==> src/rtl/line_position_direction_core_assert.svh <==
// ----------------------------------------------------------------------------
// line_position_direction_core assertion macros
// concurrent assertion wrappers, compiled out when NO_ASSERTIONS is set
// ----------------------------------------------------------------------------
`ifndef LINE_POSITION_DIRECTION_CORE_ASSERT_SVH
`define LINE_POSITION_DIRECTION_CORE_ASSERT_SVH

`ifndef NO_ASSERTIONS

// checked on every rising edge outside reset
`define LPD_ASSERT(label, clk, rst, prop, msg) \
   label: assert property (@(posedge clk) disable iff (rst) prop) else $error(msg);

// checked on every rising edge, reset included
`define LPD_ASSERT_ALWAYS(label, clk, prop, msg) \
   label: assert property (@(posedge clk) prop) else $error(msg);

`else

`define LPD_ASSERT(label, clk, rst, prop, msg)
`define LPD_ASSERT_ALWAYS(label, clk, prop, msg)

`endif

`endif

==> src/rtl/lpd_pkg.sv <==
// ----------------------------------------------------------------------------
// lpd_pkg
// shared widths, codes and types of the line position and direction core
// ----------------------------------------------------------------------------
package lpd_pkg;

   localparam int SENSOR_COUNT   = 5;
   localparam int SAMPLE_BITS    = 12;
   localparam int CNT_BITS       = 8;
   localparam int SUM_BITS       = SAMPLE_BITS + CNT_BITS;
   localparam int LIMIT_BITS     = 12;
   localparam int POS_BITS       = 12;
   localparam int DIR_BITS       = 3;
   localparam int IDX_BITS       = $clog2(SENSOR_COUNT);
   localparam int POS_STEP       = 1000;
   localparam int WEIGHT_BITS    = $clog2((SENSOR_COUNT - 1) * POS_STEP + 1);
   localparam int PROD_BITS      = SUM_BITS + WEIGHT_BITS;
   localparam int TOTAL_BITS     = SUM_BITS + $clog2(SENSOR_COUNT);
   localparam int DIV_BITS       = PROD_BITS + $clog2(SENSOR_COUNT);
   localparam int STEP_BITS      = $clog2(DIV_BITS + 1);
   localparam int ZERO_TOTAL_POS = 2000;
   localparam int POS_MAX        = 4095;
   localparam int CSR_INDEX_BITS = 3;
   localparam int CSR_DATA_BITS  = 12;

   // register reset values
   localparam int RST_WINDOW_COUNT = 3;
   localparam int RST_HARD_LEFT    = 300;
   localparam int RST_HARD_RIGHT   = 3700;
   localparam int RST_LEFT         = 1500;
   localparam int RST_RIGHT        = 2500;

   typedef enum logic [CSR_INDEX_BITS-1:0] {
      CSR_WINDOW_COUNT = 3'd0,
      CSR_HARD_LEFT    = 3'd1,
      CSR_HARD_RIGHT   = 3'd2,
      CSR_LEFT         = 3'd3,
      CSR_RIGHT        = 3'd4
   } csr_index_type;

   typedef enum logic [DIR_BITS-1:0] {
      DIR_STRAIGHT   = 3'd0,
      DIR_HARD_LEFT  = 3'd1,
      DIR_HARD_RIGHT = 3'd2,
      DIR_LEFT       = 3'd3,
      DIR_RIGHT      = 3'd4,
      DIR_BUTTON     = 3'd5
   } dir_type;

   // divider request and status
   typedef struct packed {
      logic                 start;
      logic [STEP_BITS-1:0] steps;
   } div_ctl_type;

   typedef struct packed {
      logic busy;
      logic done;
   } div_sts_type;

   // centroid weight of a sensor: index times one thousand
   function automatic logic [WEIGHT_BITS-1:0] sensor_weight(input logic [IDX_BITS-1:0] idx);
      logic [31:0] w;
      w = 32'(idx) * 32'(POS_STEP);
      return w[WEIGHT_BITS-1:0];
   endfunction

endpackage

==> src/rtl/line_position_direction_core.sv <==
// ----------------------------------------------------------------------------
// line_position_direction_core
// windowed line-sensor averaging, weighted centroid and steering direction
// ----------------------------------------------------------------------------
// Each window opens with one frame that is dropped, then window_count frames
// are summed per sensor (a window_count of zero acts as one). Frames that do
// not close a window are summed without stalling. The frame that closes the
// window starts the result computation, which runs on one shared restoring
// divider retiring one quotient bit per cycle: each sensor is loaded, its
// average divided, multiplied by its weight and accumulated, and then the
// centroid is divided; the input stalls from the closing frame until the
// result is handed to the output register. The position is the
// sum of average times index times 1000 over the sum of averages, 2000 when
// all averages are zero, saturated at 4095. The direction code comes from
// the four limits tested in the order hard left, hard right, left, right; a
// pressed button on the closing frame forces the override code. One result
// beat leaves per window from an output register, so input frames keep being
// taken while a result waits on rsp_stall. Registers may be written only
// while the block is idle.
// ----------------------------------------------------------------------------
module line_position_direction_core (
   input  logic                                clock,
   input  logic                                reset,

   // configuration write port
   input  logic                                csr_write,
   input  logic [lpd_pkg::CSR_INDEX_BITS-1:0]  csr_index,
   input  logic [lpd_pkg::CSR_DATA_BITS-1:0]   csr_data,

   // frame input channel
   input  logic                                req_valid,
   output logic                                req_stall,
   input  logic [lpd_pkg::SAMPLE_BITS-1:0]     req_sensor_0,
   input  logic [lpd_pkg::SAMPLE_BITS-1:0]     req_sensor_1,
   input  logic [lpd_pkg::SAMPLE_BITS-1:0]     req_sensor_2,
   input  logic [lpd_pkg::SAMPLE_BITS-1:0]     req_sensor_3,
   input  logic [lpd_pkg::SAMPLE_BITS-1:0]     req_sensor_4,
   input  logic                                req_button_pressed,

   // result channel
   output logic                                rsp_valid,
   input  logic                                rsp_stall,
   output logic [lpd_pkg::POS_BITS-1:0]        rsp_position,
   output logic [lpd_pkg::DIR_BITS-1:0]        rsp_direction
);

   typedef enum logic [2:0] {
      ST_IDLE,
      ST_AVG_GO,
      ST_AVG_WAIT,
      ST_MUL,
      ST_ACC,
      ST_POS_GO,
      ST_POS_WAIT,
      ST_DELIVER
   } state_type;

   // control state
   state_type                          state_ff, state_in;
   logic                               seed_ff, seed_in;
   logic [lpd_pkg::CNT_BITS-1:0]       frame_cnt_ff, frame_cnt_in;
   logic [lpd_pkg::IDX_BITS-1:0]       idx_ff, idx_in;
   logic                               rsp_valid_ff, rsp_valid_in;

   // configuration registers
   logic [lpd_pkg::CNT_BITS-1:0]       window_count_ff, window_count_in;
   logic [lpd_pkg::LIMIT_BITS-1:0]     hard_left_ff, hard_left_in;
   logic [lpd_pkg::LIMIT_BITS-1:0]     hard_right_ff, hard_right_in;
   logic [lpd_pkg::LIMIT_BITS-1:0]     left_ff, left_in;
   logic [lpd_pkg::LIMIT_BITS-1:0]     right_ff, right_in;

   // datapath
   logic [lpd_pkg::SUM_BITS-1:0]       sums_ff [lpd_pkg::SENSOR_COUNT];
   logic [lpd_pkg::SUM_BITS-1:0]       sums_in [lpd_pkg::SENSOR_COUNT];
   logic [lpd_pkg::SUM_BITS-1:0]       avg_ff, avg_in;
   logic [lpd_pkg::PROD_BITS-1:0]      prod_ff, prod_in;
   logic [lpd_pkg::TOTAL_BITS-1:0]     total_ff, total_in;
   logic [lpd_pkg::DIV_BITS-1:0]       weighted_ff, weighted_in;
   logic                               button_ff, button_in;
   logic [lpd_pkg::POS_BITS-1:0]       pos_ff, pos_in;
   logic [lpd_pkg::POS_BITS-1:0]       rsp_position_ff, rsp_position_in;
   logic [lpd_pkg::DIR_BITS-1:0]       rsp_direction_ff, rsp_direction_in;

   // frame samples as an array, sensor i at index i
   logic [lpd_pkg::SAMPLE_BITS-1:0]    sample [lpd_pkg::SENSOR_COUNT];

   // divider hookup
   lpd_pkg::div_ctl_type               div_ctl;
   lpd_pkg::div_sts_type               div_sts;
   logic [lpd_pkg::DIV_BITS-1:0]       div_dividend;
   logic [lpd_pkg::TOTAL_BITS-1:0]     div_divisor;
   logic [lpd_pkg::DIV_BITS-1:0]       div_quotient;

   logic [lpd_pkg::CNT_BITS-1:0]       count;
   logic [lpd_pkg::CNT_BITS-1:0]       frame_cnt_next;
   logic                               req_accept;
   logic                               rsp_take;
   lpd_pkg::dir_type                   dir_sel;

   assign sample[0] = req_sensor_0;
   assign sample[1] = req_sensor_1;
   assign sample[2] = req_sensor_2;
   assign sample[3] = req_sensor_3;
   assign sample[4] = req_sensor_4;

   // frames are only taken between windows' result computations
   assign req_stall  = reset || (state_ff != ST_IDLE);
   assign req_accept = req_valid && !req_stall;
   assign rsp_take   = rsp_valid_ff && !rsp_stall;

   // zero window acts as one
   assign count          = (window_count_ff == '0) ? lpd_pkg::CNT_BITS'(1) : window_count_ff;
   assign frame_cnt_next = frame_cnt_ff + 1'b1;

   // direction from the latched position, limits in fixed order
   always_comb begin
      if (button_ff) begin
         dir_sel = lpd_pkg::DIR_BUTTON;
      end else if (pos_ff < hard_left_ff) begin
         dir_sel = lpd_pkg::DIR_HARD_LEFT;
      end else if (pos_ff > hard_right_ff) begin
         dir_sel = lpd_pkg::DIR_HARD_RIGHT;
      end else if (pos_ff < left_ff) begin
         dir_sel = lpd_pkg::DIR_LEFT;
      end else if (pos_ff > right_ff) begin
         dir_sel = lpd_pkg::DIR_RIGHT;
      end else begin
         dir_sel = lpd_pkg::DIR_STRAIGHT;
      end
   end

   // divider operands: sensor sum over the window, or weighted sum over total
   always_comb begin
      if (state_ff == ST_AVG_GO) begin
         div_dividend = {sums_ff[idx_ff], {(lpd_pkg::DIV_BITS - lpd_pkg::SUM_BITS){1'b0}}};
         div_divisor  = lpd_pkg::TOTAL_BITS'(count);
      end else begin
         div_dividend = weighted_ff;
         div_divisor  = total_ff;
      end
   end

   always_comb begin
      state_in         = state_ff;
      seed_in          = seed_ff;
      frame_cnt_in     = frame_cnt_ff;
      idx_in           = idx_ff;
      rsp_valid_in     = rsp_valid_ff;
      window_count_in  = window_count_ff;
      hard_left_in     = hard_left_ff;
      hard_right_in    = hard_right_ff;
      left_in          = left_ff;
      right_in         = right_ff;
      sums_in          = sums_ff;
      avg_in           = avg_ff;
      prod_in          = prod_ff;
      total_in         = total_ff;
      weighted_in      = weighted_ff;
      button_in        = button_ff;
      pos_in           = pos_ff;
      rsp_position_in  = rsp_position_ff;
      rsp_direction_in = rsp_direction_ff;
      div_ctl          = '0;

      // register writes, masked to each register's width
      if (csr_write) begin
         case (csr_index)
            lpd_pkg::CSR_WINDOW_COUNT: window_count_in = csr_data[lpd_pkg::CNT_BITS-1:0];
            lpd_pkg::CSR_HARD_LEFT:    hard_left_in    = csr_data[lpd_pkg::LIMIT_BITS-1:0];
            lpd_pkg::CSR_HARD_RIGHT:   hard_right_in   = csr_data[lpd_pkg::LIMIT_BITS-1:0];
            lpd_pkg::CSR_LEFT:         left_in         = csr_data[lpd_pkg::LIMIT_BITS-1:0];
            lpd_pkg::CSR_RIGHT:        right_in        = csr_data[lpd_pkg::LIMIT_BITS-1:0];
            default: ;
         endcase
      end

      // result beat leaves the output register
      if (rsp_take) begin
         rsp_valid_in = 1'b0;
      end

      case (state_ff)
         ST_IDLE: begin
            if (req_accept) begin
               if (seed_ff) begin
                  // seed frame only restarts the window
                  for (int i = 0; i < lpd_pkg::SENSOR_COUNT; i++) begin
                     sums_in[i] = '0;
                  end
                  frame_cnt_in = '0;
                  seed_in      = 1'b0;
               end else begin
                  for (int i = 0; i < lpd_pkg::SENSOR_COUNT; i++) begin
                     sums_in[i] = sums_ff[i] + lpd_pkg::SUM_BITS'(sample[i]);
                  end
                  frame_cnt_in = frame_cnt_next;
                  if (frame_cnt_next >= count) begin
                     // closing frame of the window
                     button_in   = req_button_pressed;
                     idx_in      = '0;
                     total_in    = '0;
                     weighted_in = '0;
                     state_in    = ST_AVG_GO;
                  end
               end
            end
         end

         ST_AVG_GO: begin
            div_ctl.start = 1'b1;
            div_ctl.steps = lpd_pkg::STEP_BITS'(lpd_pkg::SUM_BITS);
            state_in      = ST_AVG_WAIT;
         end

         ST_AVG_WAIT: begin
            if (div_sts.done) begin
               avg_in   = div_quotient[lpd_pkg::SUM_BITS-1:0];
               state_in = ST_MUL;
            end
         end

         ST_MUL: begin
            prod_in  = lpd_pkg::PROD_BITS'(avg_ff) *
                       lpd_pkg::PROD_BITS'(lpd_pkg::sensor_weight(idx_ff));
            state_in = ST_ACC;
         end

         ST_ACC: begin
            total_in    = total_ff + lpd_pkg::TOTAL_BITS'(avg_ff);
            weighted_in = weighted_ff + lpd_pkg::DIV_BITS'(prod_ff);
            if (idx_ff == lpd_pkg::IDX_BITS'(lpd_pkg::SENSOR_COUNT - 1)) begin
               state_in = ST_POS_GO;
            end else begin
               idx_in   = idx_ff + 1'b1;
               state_in = ST_AVG_GO;
            end
         end

         ST_POS_GO: begin
            if (total_ff == '0) begin
               // all averages zero: centered position
               pos_in   = lpd_pkg::POS_BITS'(lpd_pkg::ZERO_TOTAL_POS);
               state_in = ST_DELIVER;
            end else begin
               div_ctl.start = 1'b1;
               div_ctl.steps = lpd_pkg::STEP_BITS'(lpd_pkg::DIV_BITS);
               state_in      = ST_POS_WAIT;
            end
         end

         ST_POS_WAIT: begin
            if (div_sts.done) begin
               if (div_quotient > lpd_pkg::DIV_BITS'(lpd_pkg::POS_MAX)) begin
                  pos_in = lpd_pkg::POS_BITS'(lpd_pkg::POS_MAX);
               end else begin
                  pos_in = div_quotient[lpd_pkg::POS_BITS-1:0];
               end
               state_in = ST_DELIVER;
            end
         end

         ST_DELIVER: begin
            // wait for the output register to be free
            if (!rsp_valid_ff || !rsp_stall) begin
               rsp_valid_in     = 1'b1;
               rsp_position_in  = pos_ff;
               rsp_direction_in = dir_sel;
               seed_in          = 1'b1;
               state_in         = ST_IDLE;
            end
         end

         default: begin
            state_in = ST_IDLE;
         end
      endcase
   end

   always_ff @(posedge clock) begin
      if (reset) begin
         state_ff        <= ST_IDLE;
         seed_ff         <= 1'b1;
         frame_cnt_ff    <= '0;
         idx_ff          <= '0;
         rsp_valid_ff    <= 1'b0;
         window_count_ff <= lpd_pkg::CNT_BITS'(lpd_pkg::RST_WINDOW_COUNT);
         hard_left_ff    <= lpd_pkg::LIMIT_BITS'(lpd_pkg::RST_HARD_LEFT);
         hard_right_ff   <= lpd_pkg::LIMIT_BITS'(lpd_pkg::RST_HARD_RIGHT);
         left_ff         <= lpd_pkg::LIMIT_BITS'(lpd_pkg::RST_LEFT);
         right_ff        <= lpd_pkg::LIMIT_BITS'(lpd_pkg::RST_RIGHT);
      end else begin
         state_ff        <= state_in;
         seed_ff         <= seed_in;
         frame_cnt_ff    <= frame_cnt_in;
         idx_ff          <= idx_in;
         rsp_valid_ff    <= rsp_valid_in;
         window_count_ff <= window_count_in;
         hard_left_ff    <= hard_left_in;
         hard_right_ff   <= hard_right_in;
         left_ff         <= left_in;
         right_ff        <= right_in;
      end
      sums_ff          <= sums_in;
      avg_ff           <= avg_in;
      prod_ff          <= prod_in;
      total_ff         <= total_in;
      weighted_ff      <= weighted_in;
      button_ff        <= button_in;
      pos_ff           <= pos_in;
      rsp_position_ff  <= rsp_position_in;
      rsp_direction_ff <= rsp_direction_in;
   end

   lpd_serial_div u_div (
      .clock    (clock),
      .reset    (reset),
      .div_ctl  (div_ctl),
      .dividend (div_dividend),
      .divisor  (div_divisor),
      .div_sts  (div_sts),
      .quotient (div_quotient)
   );

   assign rsp_valid     = rsp_valid_ff;
   assign rsp_position  = rsp_position_ff;
   assign rsp_direction = rsp_direction_ff;

`include "line_position_direction_core_assert.svh"

   // no frame is taken while the divider works on a window
   `LPD_ASSERT(a_stall_while_dividing, clock, reset, div_sts.busy |-> req_stall, "frame taken during divide")

   // a divide result only arrives where the sequencer waits for it
   `LPD_ASSERT(a_done_in_wait, clock, reset, div_sts.done |-> (state_ff == ST_AVG_WAIT || state_ff == ST_POS_WAIT), "divide result lost")

   // every new result beat reopens the window with a seed frame
   `LPD_ASSERT(a_seed_after_result, clock, reset, $rose(rsp_valid_ff) |-> seed_ff, "window not reseeded")

endmodule

==> src/rtl/lpd_serial_div.sv <==
// ----------------------------------------------------------------------------
// lpd_serial_div
// restoring divider, one quotient bit per cycle, programmable step count
// ----------------------------------------------------------------------------
module lpd_serial_div (
   input  logic                            clock,
   input  logic                            reset,
   input  lpd_pkg::div_ctl_type            div_ctl,
   input  logic [lpd_pkg::DIV_BITS-1:0]    dividend,
   input  logic [lpd_pkg::TOTAL_BITS-1:0]  divisor,
   output lpd_pkg::div_sts_type            div_sts,
   output logic [lpd_pkg::DIV_BITS-1:0]    quotient
);

   // dividend is left aligned: the first step takes its top bit
   logic [lpd_pkg::DIV_BITS-1:0]   dvd_ff, dvd_in;
   logic [lpd_pkg::DIV_BITS-1:0]   quo_ff, quo_in;
   logic [lpd_pkg::TOTAL_BITS-1:0] dsr_ff, dsr_in;
   logic [lpd_pkg::TOTAL_BITS-1:0] rem_ff, rem_in;
   logic [lpd_pkg::STEP_BITS-1:0]  cnt_ff, cnt_in;
   logic                           busy_ff, busy_in;
   logic                           done_ff, done_in;

   logic [lpd_pkg::TOTAL_BITS:0]   trial;
   logic [lpd_pkg::TOTAL_BITS:0]   diff;
   logic                           fits;

   always_comb begin
      trial  = {rem_ff, dvd_ff[lpd_pkg::DIV_BITS-1]};
      diff   = trial - {1'b0, dsr_ff};
      fits   = (trial >= {1'b0, dsr_ff});

      dvd_in  = dvd_ff;
      quo_in  = quo_ff;
      dsr_in  = dsr_ff;
      rem_in  = rem_ff;
      cnt_in  = cnt_ff;
      busy_in = busy_ff;
      done_in = 1'b0;

      if (div_ctl.start) begin
         dvd_in  = dividend;
         dsr_in  = divisor;
         rem_in  = '0;
         quo_in  = '0;
         cnt_in  = div_ctl.steps;
         busy_in = 1'b1;
      end else if (busy_ff) begin
         rem_in = fits ? diff[lpd_pkg::TOTAL_BITS-1:0] : trial[lpd_pkg::TOTAL_BITS-1:0];
         dvd_in = {dvd_ff[lpd_pkg::DIV_BITS-2:0], 1'b0};
         quo_in = {quo_ff[lpd_pkg::DIV_BITS-2:0], fits};
         cnt_in = cnt_ff - 1'b1;
         if (cnt_ff == lpd_pkg::STEP_BITS'(1)) begin
            busy_in = 1'b0;
            done_in = 1'b1;
         end
      end
   end

   always_ff @(posedge clock) begin
      if (reset) begin
         busy_ff <= 1'b0;
         done_ff <= 1'b0;
         cnt_ff  <= '0;
      end else begin
         busy_ff <= busy_in;
         done_ff <= done_in;
         cnt_ff  <= cnt_in;
      end
      dvd_ff <= dvd_in;
      quo_ff <= quo_in;
      dsr_ff <= dsr_in;
      rem_ff <= rem_in;
   end

   assign div_sts.busy = busy_ff;
   assign div_sts.done = done_ff;
   assign quotient     = quo_ff;

endmodule
==> config.mk <==
export PLATFORM = sky130hd
export DESIGN_NAME = line_position_direction_core
export DESIGN_NICKNAME = d
export VERILOG_FILES = /design/src/rtl/lpd_pkg.sv /design/src/rtl/line_position_direction_core.sv /design/src/rtl/lpd_serial_div.sv
export VERILOG_INCLUDE_DIRS = /design/src /design/src/rtl
export SDC_FILE = /design/constraint.sdc
export NUM_CORES = 1
export LEC_CHECK = 0
export BUFFER_PORTS_ARGS = -buffer_cell sky130_fd_sc_hd__buf_4
export CELL_PAD_IN_SITES_DETAIL_PLACEMENT = 0
export CELL_PAD_IN_SITES_GLOBAL_PLACEMENT = 1
export CORE_MARGIN = 10
export CORE_UTILIZATION = 35
export DETAILED_ROUTE_END_ITERATION = 8
export PLACE_DENSITY_LB_ADDON = 0.1
export SLEW_MARGIN = 20
export SYNTH_ARGS = -nofsm -noshare
export SYNTH_HDL_FRONTEND = slang
export SYNTH_SLANG_ARGS = --single-unit
==> constraint.sdc <==
create_clock -name clock -period 9.35 [get_ports clock]
set_input_delay 0.4675 -clock clock [delete_from_list [all_inputs] [get_ports clock]]
set_output_delay 0.4675 -clock clock [all_outputs]
set_load 0.01 [all_outputs]
==> impl_metrics.env <==
export IMPL_cts_tree="yes"
export IMPL_cp_start_kind="flop"
export IMPL_fin_tns_setup_ns=0
export IMPL_timing_max_slew_rel_slack=0.267
export IMPL_layout_filler_cells=8435
export IMPL_tritoncts_num_buffers=53
export IMPL_finClkSkew_ns=0.0273
export IMPL_cp_num_buf_inv=4
export IMPL_setup_ws_ns=1.54
export IMPL_postSynth_asyncResetShare=0
export IMPL_clock_path_buffers=3
export IMPL_synth_lib_cells_used_distinct=83
export IMPL_seqCellArea_um2=11400
export IMPL_finalWirelength_um=82800
export IMPL_worstPathRequired_ns=9.70
export IMPL_grt_max_degree=82
export IMPL_p_leak_nw=14.0
export IMPL_drive_above_1_share=0.0817
export IMPL_preCtsSetupSlack_ns=1.54
export IMPL_ioPinCount=98
export IMPL_post_synth_instance_area_um2=30300
export IMPL_critPathArrivalTime_ns=8.16
export IMPL_numClockSinks=425
export IMPL_via_count=22700
export IMPL_crit_type="reg -> reg"
export IMPL_synth_top_cells_by_area="edfxtp_1, ha_1, fa_1"
export IMPL_timing_final_setup_violations=0
export IMPL_routedWlPerCell_um=18.8
export IMPL_ant_nets=0
export IMPL_synth_ff_type="edfxtp_1"
export IMPL_netlist_top_cell_by_area="edfxtp_1"
export IMPL_ys_seq_elements=425
export IMPL_nets=3675
export IMPL_gp_routability_congestion=0.835
export IMPL_floorplan_rows=107
export IMPL_status="complete, no violations"
export IMPL_timing_critical_path_to="prod_ff[30]$_DFFE_PN_"
export IMPL_grt_use_total=0.166
export IMPL_synth_fp_nets=3619
export IMPL_crit_path_frequent_cell="fa_1"
export IMPL_start_util=0.355
export IMPL_n_antenna_cell=0
export IMPL_finalCritPeriodShare=0.836
export IMPL_synth_enable_flop_cells=287
export IMPL_post_synth_top_count_cell="nand2_1"
export IMPL_max_freq_mhz=128
export IMPL_number_of_global_route_vias_before_repair=23100
export IMPL_max_slew_worst_pin_slew_ns=1.09
export IMPL_wire_length_of_the_first_global_routing_pass_um=132000
export IMPL_area_used_by_multi_input_combinational_logic_um2=17400
export IMPL_unrepaired_setup_endpoints_after_global_routing="no"
export IMPL_powerDensity_nw_per_um2=151
export IMPL_min_delay_start="csr_data[8]"
export IMPL_clock_pin_slew_of_the_registers_on_the_worst_case_setup_and_hold_paths_ns=0.06
export IMPL_die_height_um=314
export IMPL_critPathSlowestCell="fa_1"
export IMPL_grt_overflow_total=0
export IMPL_drt_first_iter_violations=1249
export IMPL_finalCriticalPeriod_ns=7.81
export IMPL_clkLatencyLatePin_ns=0.63
export IMPL_die_area_um2=98800
export IMPL_slew_viol_final=0
export IMPL_cts_resized_gates=0
export IMPL_cts_post_setup_buffers_inserted=0
export IMPL_cts_hold_fix_buffers=1
export IMPL_setup_worst_path_start="idx_ff[0]$_SDFFE_PP0P_"
export IMPL_synth_top_cells_by_count="nand2_1, inv_1, nor2_1"
export IMPL_timing_critical_path_slowest_cell_delay_ns=1.15
export IMPL_max_cap_violations=0
export IMPL_syn_avg_cell_area_um2=9.62
export IMPL_dp_hpwl_um=61400
export IMPL_critical_path_cell_count=23
export IMPL_kind_of_cell_adding_the_most_delay_to_the_critical_path="adder cells"
export IMPL_share_of_synthesized_area_occupied_by_flip_flops_and_latches=0.375
export IMPL_worst_hold_path_type="in -> reg"
export IMPL_crit_path_max_fanout=20
export IMPL_power_ir_vdd_worst_v=0.000161
export IMPL_clock_tree_htree_level_count=2
export IMPL_fin_hold_ws_ns=0.0982
export IMPL_place_port_buffers=97
export IMPL_netlist_instances=3153
export IMPL_dieWidth_um=314
export IMPL_grt_antenna_before_repair=1
export IMPL_cts_root_buf="clkbuf_16"
export IMPL_regToRegEndpoint="prod_ff[30]$_DFFE_PN_"
export IMPL_r2r_slack_ns=1.54
export IMPL_core_area_um2=85500
export IMPL_worst_setup_path_end_kind="flop"
export IMPL_cp_cell_sequence="inv_1, ha_1, ha_1, fa_1, inv_1, fa_1, nor2b_1, fa_1, inv_1, fa_1, fa_1, fa_1, inv_1, ha_1, and2_1, a21o_1, a31oi_1, a211oi_1, a2111oi_0, o21bai_1, a21oi_1, o21ai_1, xor2_1"
export IMPL_drt_pass1_iterations=8
export IMPL_drc=0
export IMPL_area_growth_pct=12.3
export IMPL_crit_reg2reg_launch="idx_ff[0]$_SDFFE_PP0P_"
export IMPL_synth_largest_type_area_fraction=0.284
export IMPL_vias_per_cell=5.16
export IMPL_ff2ff_path_depth=23
export IMPL_finalHoldViolCount=0
export IMPL_ys_warnings_count=0
metrics by stage:
step	power, W	std cells	instance area [um^2]	util
5_1_grt	0.00542	4398	34100	0.398
2_1_floorplan	0.00282	3153	30300	-
3_3_place_gp	0.00301	4296	32200	0.376
6_report	0.00515	4398	34100	0.398
4_1_cts	0.00523	4397	34000	0.398
3_5_place_dp	0.00302	4296	32200	0.376
routing by layer:
metal  share of wire  vias up  GRT usage
met4           0.023        2     0.0442
li1                -    11100          -
met3           0.038      108     0.0271
met2            0.47      345      0.274
met5         0.00014        -          0
met1            0.47    11100      0.223
flip-flops by register name, summed over array words and instances (netlist names), 12 cells and up:
signal / cells
avg_ff: 20
hard_left_ff: 12
hard_right_ff: 12
left_ff: 12
pos_ff: 12
prod_ff: 29
right_ff: 12
rsp_position: 12
sums_ff: 100
total_ff: 23
u_div.dsr_ff: 23
u_div.dvd_ff: 32
u_div.quotient: 35
u_div.rem_ff: 23
weighted_ff: 32
worst reg2reg max path: cells and delay by family, from the launching register on:
family	cells	cell delay [ns]
compound gates	7	1.80
flops	1	0.59
fa+ha+maj	9	4.34
xor+xnor	1	0.15
buf+inv	4	0.30
simple gates	2	0.36
worst min path at each step:
| stage | end | slack (ns) | cells past startpoint |
|---|---|---|---|
| 2_1_floorplan | hard_left_ff[10]$_SDFFE_PP0P_ | 0.44 | 2 |
| 3_3_place_gp | right_ff[1]$_SDFFE_PP0P_ | 0.44 | 2 |
| 3_5_place_dp | hard_left_ff[7]$_SDFFE_PP0P_ | 0.45 | 2 |
| 4_1_cts | hard_left_ff[8]$_SDFFE_PP1P_ | 0.06 | 2 |
| 5_1_grt | hard_left_ff[8]$_SDFFE_PP1P_ | 0.07 | 2 |
| 6_report | hard_left_ff[8]$_SDFFE_PP1P_ | 0.1 | 2 |
placed cells by master, fill, tap and decap left out, types with 53 or more instances in the layout:
cell / Yosys / final
buf_4: 0 / 116
o21ai_0: 119 / 119
nor2b_1: 56 / 55
xor2_1: 75 / 75
ha_1: 246 / 246
nand2_1: 309 / 309
xnor2_1: 72 / 72
inv_1: 307 / 306
edfxtp_1: 287 / 287
a21o_1: 69 / 69
and2_1: 114 / 114
dfxtp_1: 138 / 134
fa_1: 139 / 139
nor3_1: 59 / 58
a21oi_1: 174 / 172
clkbuf_16: 0 / 53
nor2_1: 288 / 286
where the power goes:
group | switching [W] | leakage, nW | internal, W
Clock | 0.000893 | 0.878 | 0.00129
Combinational | 0.000470 | 9.25 | 0.000349
Sequential | 0.0000739 | 3.85 | 0.00208
Total | 0.00144 | 14.0 | 0.00372
cell families (layout without fill, tap and decap cells):
kind of cell | after synthesis | count (layout) | share of synthesized area
xor+xnor | 147 | 147 | 0.0425
compound gates | 635 | 635 | 0.137
flops | 425 | 425 | 0.375
simple gates | 1078 | 1078 | 0.172
fa+ha+maj | 385 | 385 | 0.193
buf+inv | 425 | 526 | 0.0535
mux | 58 | 58 | 0.0274
final cells by class:
cell class	count	area share
Multi-Input combinational cell	2303	0.510
Sequential cell	425	0.334
Tap cell	1144	0.0420
Clock buffer	63	0.0406
Inverter	308	0.0340
Timing Repair Buffer	118	0.0262
Clock inverter	37	0.0132
Power figures use the tool's default switching activity.
